[src/hdl/gsch_pkg.sv]
// gsch_pkg: shared constants, point and control types for the convex hull block
`timescale 1ns / 1ps
package gsch_pkg;

    localparam int MAX_POINTS = 64;
    localparam int COORD_BITS = 12;
    localparam int IDX_W      = $clog2(MAX_POINTS);
    localparam int CNT_W      = $clog2(MAX_POINTS + 1);
    localparam int DIFF_W     = COORD_BITS + 1;
    localparam int ACC_W      = 2 * DIFF_W + 2;

    typedef struct packed {
        logic signed [COORD_BITS-1:0] y;
        logic signed [COORD_BITS-1:0] x;
    } point_t;

    typedef struct packed {
        logic en;
        logic load;
        logic neg;
    } mac_cmd_t;

    // coordinate difference at one extra bit, never overflows
    function automatic logic signed [DIFF_W-1:0] cdiff(
        input logic signed [COORD_BITS-1:0] a,
        input logic signed [COORD_BITS-1:0] b
    );
        logic signed [DIFF_W-1:0] ae;
        logic signed [DIFF_W-1:0] be;
        ae = DIFF_W'(a);
        be = DIFF_W'(b);
        return ae - be;
    endfunction

endpackage

[src/hdl/gsch_mac.sv]
// gsch_mac: shared multiply-accumulate unit for cross products and squared distances
`timescale 1ns / 1ps
module gsch_mac (
    input  logic                                 aclk,
    input  gsch_pkg::mac_cmd_t                   cmd,
    input  logic signed [gsch_pkg::DIFF_W-1:0]   op_a,
    input  logic signed [gsch_pkg::DIFF_W-1:0]   op_b,
    output logic signed [gsch_pkg::ACC_W-1:0]    acc
);
    import gsch_pkg::*;

    logic signed [2*DIFF_W-1:0] prod;
    logic signed [ACC_W-1:0]    prod_ext;
    logic signed [ACC_W-1:0]    term;
    logic signed [ACC_W-1:0]    acc_reg;

    assign prod     = op_a * op_b;
    assign prod_ext = ACC_W'(prod);
    assign term     = cmd.neg ? -prod_ext : prod_ext;
    assign acc      = acc_reg;

    always_ff @(posedge aclk) begin
        if (cmd.en) begin
            acc_reg <= cmd.load ? term : acc_reg + term;
        end
    end

endmodule

[config.mk]
export PLATFORM = sky130hd
export DESIGN_NAME = gsch_mac
export DESIGN_NICKNAME = d
export VERILOG_FILES = /design/src/hdl/gsch_pkg.sv /design/src/hdl/gsch_mac.sv
export SDC_FILE = /design/constraint.sdc
export NUM_CORES = 1
export LEC_CHECK = 0
export BUFFER_PORTS_ARGS = -buffer_cell sky130_fd_sc_hd__buf_2
export CAP_MARGIN = 15
export CORE_ASPECT_RATIO = 0.6
export CORE_MARGIN = 4
export CORE_UTILIZATION = 43
export DETAILED_ROUTE_END_ITERATION = 12
export SYNTH_ARGS = -nofsm -noshare
export SYNTH_HDL_FRONTEND = slang
export SYNTH_SLANG_ARGS = --single-unit
[constraint.sdc]
create_clock -name aclk -period 12.1 [get_ports aclk]
set_input_delay 2.42 -clock aclk [delete_from_list [all_inputs] [get_ports aclk]]
set_output_delay 2.42 -clock aclk [all_outputs]
set_load 0.01 [all_outputs]
Yosys cells after proc, flatten, opt, wreduce, memory -nomap -nowiden
Cells that the tools add are included.

Add/sub/neg operators: 2. Muxes and demuxes: 2. Multipliers: 1.

Operators with widths (number): 28-bit 2-to-1 mux (2); 28-bit adder (1); 26-bit negation with 28-bit output (1); 13-bit by 13-bit multiplier with 26-bit output (1).

Input port bits: 30. Logic and storage cells: 6. Register bits after elaboration: 28. Output and inout port bits: 28.

Longest topological paths before layout
Gate-level depths: netlist of the first run.

Word-level depth: 5. Gate-level depth with buffers: 31. Mapped depth without buffers: 30.

Worst setup path after synthesis of the first run
Ideal clock, no wire load.

Path type: input -> register. Start: input port op_b[1] (netlist name). End: register acc_reg[26], in the netlist acc[26], data pin. Arrival time: 9775 ps. Cell stages on the path: 28. Buffers on the path: 1. Data required time: 11948 ps. Path slack: 2174 ps. Path through: clkbuf_1 and2_1 fa_1 inv_1 fa_1 inv_1 fa_1 fa_1 fa_1 ha_1 ha_1 or4_1 o21ai_1 a211oi_1 or3_1 and2_1 o31ai_1 xnor2_1 xnor2_1 ha_1 and3_1 nand2_1 o22ai_1 o21bai_1 o221ai_1 o21a_1 or4b_2 a31oi_1.

Word-level cells in the longest chain between the ends: 5.

RTL lines: from (decl) (RTL line gsch_mac.sv:7) `input logic signed [gsch_pkg::DIFF_W-1:0] op_b,`; 13-bit by 13-bit multiplier with 26-bit output * (RTL line gsch_mac.sv:17) `assign prod = op_a * op_b;`; 26-bit negation with 28-bit output (RTL line gsch_mac.sv:19) `assign term = cmd.neg ? -prod_ext : prod_ext;`; 28-bit 2-to-1 mux * (RTL line gsch_mac.sv:19); 28-bit adder (RTL line gsch_mac.sv:24) `acc_reg <= cmd.load ? term : acc_reg + term;`; 28-bit 2-to-1 mux * (RTL line gsch_mac.sv:24); to (signal assigned) (RTL line gsch_mac.sv:24); to (decl) (RTL line gsch_mac.sv:15) `logic signed [ACC_W-1:0] acc_reg;`.

Mark *: on every way between the ends. The rest lies on a longest branch, timed or not. A chain may end at the register's enable or synchronous reset.

Worst setup path after layout of the first run
Start: input port op_a[12] (netlist name). End: register acc_reg[27], in the netlist acc[27], data pin.

Word-level cells in the longest chain between the ends: 5.

RTL lines: from (decl) (RTL line gsch_mac.sv:6) `input logic signed [gsch_pkg::DIFF_W-1:0] op_a,`; 13-bit by 13-bit multiplier with 26-bit output * (RTL line gsch_mac.sv:17); 26-bit negation with 28-bit output (RTL line gsch_mac.sv:19); 28-bit 2-to-1 mux * (RTL line gsch_mac.sv:19); 28-bit adder (RTL line gsch_mac.sv:24); 28-bit 2-to-1 mux * (RTL line gsch_mac.sv:24).

Marked as above.

==> out/results.ini, run 1 <==
[route]
num_vias = 7659
drt-vias-per-instance = 5.363
first_pass_iters = 5
antenna_left = 0
drt_wl_total_um = 22620
drc = 0
wl_met2_um = 9704
drt_iter0_drc = 465
wirelength_met1_um = 11680
highest_layer = met4
met3_length_um = 1159
wire_per_inst_um = 15.84

[critical_path]
cp-start-kind = input pin
cpMaxStageDelayCell = fa_1
crit_required_ns = 12.13
crit_type = in -> reg
cp-end-kind = flip-flop
crit_top_cell = fa_1
cp.arrival_ns = 10.36
cp_max_fo = 13
cpPeakStageDelay_ns = 0.75

[timing]
drv_slew = 0
rsz0062_at_grt = false
period_share_pct = 85.32
max_slew.worst_pin.slew_ns = 0.8694
slew_headroom_pct = 42.04
min_period_ns = 10.32
clock_skew_ns = 0.006461
setup_violations = 0
finalHoldViolCount = 0
max_freq_mhz = 96.87
setup_tns_ns = 0

[yosys]
synth_warnings = 0
synth-edff-count = 28
syn_inst = 1099
syn-cell-area_um2 = 9781
synthFlopType = edfxtp_1
synth-seq-area-share_pct = 8.597
synth.net_count = 1390
yosysUniqueCellTypes = 71
synth_area_per_cell_um2 = 8.900
ys_async_sr_fraction_pct = 0
synth-seq-cells = 28

[global_routing]
antenna_found_initial = 0
grt_pass1_vias = 7625
grt_pass1_wl_um = 38830
grt_overflow_total = 0
grt_max_degree = 49
grtUsageTotal_pct = 18.27

[die]
dieArea_um2 = 25300
initial_utilization_pct = 44.10
die_w_um = 202.7
coreArea_um2 = 22180
rows = 42
die_height_um = 124.8
io-pin-count = 58

[clocking]
hold_buffers = 0
cts.root.buffer_cell = clkbuf_16
cts.sinks = 28
post_cts_buffers = 0
clkTransAtPathRegs_ns = 0.08
clock_latency_ns = 0.28
htree_levels = 1
cts_buffer_depth = 2
cts_buffers = 3
cts_tree = yes
cts-resized-gates = 0

[layout]
num-nets-final = 1412
fillerInstances = 2208
final_cells = 1428
drive_gt1_share_pct = 7.321
syn_to_final_growth_pct = 6.370
antenna_cells = 0
largest_reg_flops = 28

[place]
placedCellCount = 1424
gp_congestion = 0.8443
hpwl_um = 19140
numPortBuffers = 57

[flow_run]
drv_cap = 0

[min_path]
min_path_type = reg -> reg

[status]
status = finished, final reports clean

==> path summary, 6_finish.rpt <==
check,from,to,slack [ns],depth (start not counted)
setup / recovery,op_a[12],acc[27],1.78,27
hold / removal,acc[0],acc[0],0.71,2
setup reg to reg,acc[0],acc[20],8.74,11
hold reg to reg,acc[0],acc[0],0.71,2
==> synth_stat cells (3+ instances only) <==
library cell	count	area (um^2)
a2111oi_0	4	35.03
a211o_1	6	52.55
a211oi_1	7	52.55
a21o_1	13	97.59
a21oi_1	39	195.2
a31oi_1	8	50.05
and2_1	82	513.0
and3_1	7	43.79
and4_1	3	26.28
clkbuf_1	36	135.1
edfxtp_1	28	840.8
fa_1	163	3263
ha_1	98	1226
inv_1	171	641.9
mux2_2	8	90.09
nand2_1	127	476.7
nand2b_1	12	75.07
nand3_1	9	45.04
nand4_1	3	18.77
nor2_1	36	135.1
nor2b_1	6	37.54
nor3_1	16	80.08
nor3b_1	3	22.52
o2111ai_1	6	52.55
o211ai_1	7	52.55
o21a_1	12	90.09
o21ai_0	49	245.2
o21ai_1	4	20.02
o21bai_1	4	30.03
o31ai_1	10	75.07
o41ai_1	4	35.03
or2_2	3	18.77
or3_1	6	37.54
or4_1	3	22.52
xnor2_1	45	394.1
xor2_1	17	148.9
==> layout make-up <==
type,instances,area [um^2],area share [%]
clock buffers,3,75.07,0.7216
clock inverters,1,30.03,0.2886
inverters,172,645.6,6.206
multi-input cells,859,8142,78.26
flip-flops and latches,28,840.8,8.082
well taps,308,385.4,3.704
repair buffers,57,285.3,2.742
==> routing by layer <==
layer / GRT usage, % / up-vias
met5: 0 / -
met4: 1.157 / 0
met3: 2.836 / 10
met2: 26.95 / 163
met1: 29.34 / 3821
li1: - / 3665
==> placed cells by master (no fill, tap or decap), types with 7 or more instances in the layout <==
cell type,count
and3_1,7
xor2_1,17
o21ai_0,49
o31ai_1,10
fa_1,163
nor3_1,16
o211ai_1,7
edfxtp_1,28
nor2_1,36
ha_1,98
nand3_1,9
inv_1,171
buf_2,57
mux2_2,8
and2_1,82
xnor2_1,45
a21oi_1,39
a211oi_1,7
a21o_1,13
a31oi_1,8
nand2b_1,12
nand2_1,127
o21a_1,12
==> worst max-delay path, delay by kind of cell <==
kind            cells  cell delay (ns)
buf+inv             3             0.48
simple gates        7             1.21
xor+xnor            3             0.47
compound gates      6             1.91
fa+ha+maj           8             3.87
==> per-stage QoR <==
stage / hold slack (ns) / area [um^2] / util [%] / setup slack (ns)
after floorplan: 0.7452 / 9781 / - / 2.174
final: 0.7076 / 10400 / 46.91 / 1.777
after global routing: 0.7624 / 10400 / 46.91 / 1.289
after detailed placement: 0.7025 / 10300 / 46.44 / 1.546
after global placement: 0.6869 / 10300 / 46.44 / 1.598
after CTS: 0.7160 / 10400 / 46.91 / 1.824
==> kinds of logic after synthesis <==
group	synth area share, %
flip-flops	8.597
multiplexers	1.023
buffers and inverters	8.162
adder cells (fa/ha/maj)	45.90
AO/OA/AOI/OAI	13.30
XOR/XNOR	5.552
AND/OR/NAND/NOR	17.46
Power of run 1 is not shown: default switching activity piles up to over one toggle a cycle in this logic, so the estimate is an artifact.
==> inputs of run 2 (changes only) <==
ABC_AREA = 1   (was unset)
==> run 2 against run 1 <==
  * Count of clock-buffer cells in the layout did not move
  * Worst hold slack improved by 0.022 ns
  * Maximum frequency fell by 0.21%
  * Global-route usage rose by 2.4 points
  * Non-clock buffer count did not move
  * Wire length rose by 16%
  * Clock skew rose by 0.0023 ns
  * Register-to-register slack improved by 0.25 ns
  * Critical endpoint is now acc[24]
==> out/results.ini, run 2 <==
[status]
status = finished, final reports clean

[clocking]
htree_levels = 1  ; unchanged
cts_buffers = 3  ; unchanged
clock_latency_ns = 0.29  ; about the same
hold_buffers = 0  ; unchanged
post_cts_buffers = 0  ; unchanged
cts_tree = yes
clkTransAtPathRegs_ns = 0.08  ; about the same
cts-resized-gates = 0  ; unchanged
cts.sinks = 28  ; unchanged
cts_buffer_depth = 2  ; unchanged
cts.root.buffer_cell = clkbuf_16

[timing]
rsz0062_at_grt = false
slew_headroom_pct = 48.33  ; +6.3 points
clock_skew_ns = 0.008778  ; +0.002317 ns
max_freq_mhz = 96.67  ; -0.21%
max_slew.worst_pin.slew_ns = 0.7751  ; -0.09438 ns
setup_tns_ns = 0  ; unchanged
setup_violations = 0  ; unchanged
finalHoldViolCount = 0  ; unchanged
period_share_pct = 85.49  ; +0.18 points
min_period_ns = 10.34  ; +0.02136 ns
drv_slew = 0  ; unchanged
postLayoutSetupSlackWorst_ns = 1.755  ; -0.02136 ns

[critical_path]
cp-end-kind = flip-flop
crit_top_cell = nand2_1
crit_type = in -> reg
cp.arrival_ns = 10.39  ; +0.03 ns
cpPeakStageDelay_ns = 0.68  ; -0.07 ns
crit_required_ns = 12.15  ; +0.02 ns
cpMaxStageDelayCell = nor4_1
cp_max_fo = 13  ; unchanged
cp-start-kind = input pin

[yosys]
synth_common_cells = nand2_1, inv_1, fa_1, ha_1, nor2_1
synth.most_common_cell = nand2_1
synthFlopType = edfxtp_1
synth_top_area_share_pct = 31.51  ; -1.9 points
synth_area_per_cell_um2 = 7.109  ; -20%
synth-seq-area-share_pct = 8.118  ; -0.48 points
yosysUniqueCellTypes = 41  ; -42%
synth_area_leader_cell = fa_1
syn-cell-area_um2 = 10360  ; +5.9%
synth.net_count = 1748  ; +26%
syn_inst = 1457  ; +33%
synth-seq-cells = 28  ; unchanged
ys_async_sr_fraction_pct = 0  ; unchanged
synth_warnings = 0  ; unchanged
synth.area.top_cells = fa_1, nand2_1, inv_1, ha_1, edfxtp_1
synth-edff-count = 28  ; unchanged

[route]
drt_wl_total_um = 26280  ; +16%
drt_iter0_drc = 662  ; +42%
first_pass_iters = 5  ; unchanged
drc = 0  ; unchanged
antenna_left = 0  ; unchanged
wire_per_inst_um = 14.61  ; -7.8%
drt-vias-per-instance = 4.983  ; -7.1%
num_vias = 8964  ; +17%

[die]
coreArea_um2 = 23400  ; +5.5%
die_w_um = 208.4  ; +2.8%
die_height_um = 128.2  ; +2.7%
initial_utilization_pct = 44.26  ; +0.15 points
io-pin-count = 58  ; unchanged
dieArea_um2 = 26710  ; +5.6%
rows = 43  ; +2.4%

[global_routing]
grt_max_degree = 39  ; -20%
grt_pass1_vias = 9089  ; +19%
grt_overflow_total = 0  ; unchanged
grt_pass1_wl_um = 45180  ; +16%
antenna_found_initial = 0  ; unchanged
grtUsageTotal_pct = 20.72  ; +2.4 points

[layout]
layout_common_cells = nand2_1, inv_1, fa_1
drive_gt1_share_pct = 6.402  ; -0.92 points
fillerInstances = 2378  ; +7.7%
largest_reg_flops = 28  ; unchanged
antenna_cells = 0  ; unchanged
seq_area_um2 = 840.8  ; unchanged
syn_to_final_growth_pct = 6.052
final_common_cell = nand2_1
multi_input_area_um2 = 8090  ; -0.63%
num-nets-final = 1776  ; +26%

[flow_run]
drv_cap = 0  ; unchanged

[min_path]
min_path_type = reg -> reg

[place]
post-place-ws_ns = 1.710  ; +0.1635 ns
numPortBuffers = 57  ; unchanged
gp_congestion = 0.9510  ; +13%
hpwl_um = 22860  ; +19%

-- run 2: cell count changes in the layout (fill, tap and decap cells not counted), sizes merged, moves of 13 or more --
cell / delta
nand2: +333
inv: +174
and2: -79
nand3: +52
nor2: +37
xnor2: -37
nand4: +16
nand2b: -13
-- run 2: kinds of logic after synthesis --
| kind of cell | count (synthesis) | share of synthesized area (%) |
|---|---|---|
| AO/OA/AOI/OAI | 115 | 6.161 |
| XOR/XNOR | 30 | 2.682 |
| adder cells (fa/ha/maj) | 261 | 43.34 |
| buffers and inverters | 379 | 13.77 |
| flip-flops | 28 | 8.118 |
| multiplexers | 1 | 0.1087 |
| AND/OR/NAND/NOR | 643 | 25.82 |
-- run 2: critical path, delay by kind of cell --
kind,cells,cell delay [ns]
AO/OA/AOI/OAI,1,0.15
XOR/XNOR,1,0.19
adder cells (fa/ha/maj),8,3.55
buffers and inverters,7,0.56
AND/OR/NAND/NOR,22,3.50
-- run 2: worst paths after layout --
path	from	endpoint	slack, ns	cells past startpoint
max reg2reg	acc[10]	acc[21]	8.99	10
min reg2reg	acc[0]	acc[0]	0.73	3
max	op_b[1]	acc[24]	1.76	39
min	acc[0]	acc[0]	0.73	3
-- run 2: layer usage --
layer / wire length [um] / vias to the layer above / GRT usage (%) / part of all wire, %
met3: 2132 / 17 / 4.549 / 8.1
met5: 0 / - / 0 / 0
met2: 10620 / 224 / 31.01 / 40
met4: 162 / 0 / 1.930 / 0.62
met1: 13360 / 4272 / 31.92 / 51
li1: - / 4451 / - / -
-- run 2: final cells by class --
type / instances / area share [%]
Tap cell: 315 / 3.588
Timing Repair Buffer: 57 / 2.597
Clock buffer: 3 / 0.6834
Clock inverter: 1 / 0.03417
Multi-Input combinational cell: 1050 / 73.65
Sequential cell: 28 / 7.655
Inverter: 345 / 11.79
-- run 2: stage by stage --
stage | instances | hold WS [ns] | cell area (um^2) | utilization [%]
detailed placement | 1795 | 0.7292 | 10910 | 46.60
global route | 1799 | 0.7933 | 10980 | 46.93
floorplan | 1457 | 0.7199 | 10360 | -
global placement | 1795 | 0.7114 | 10910 | 46.60
finish | 1799 | 0.7298 | 10980 | 46.93
CTS | 1799 | 0.7486 | 10980 | 46.93
Power of run 2 is left out for the same reason.
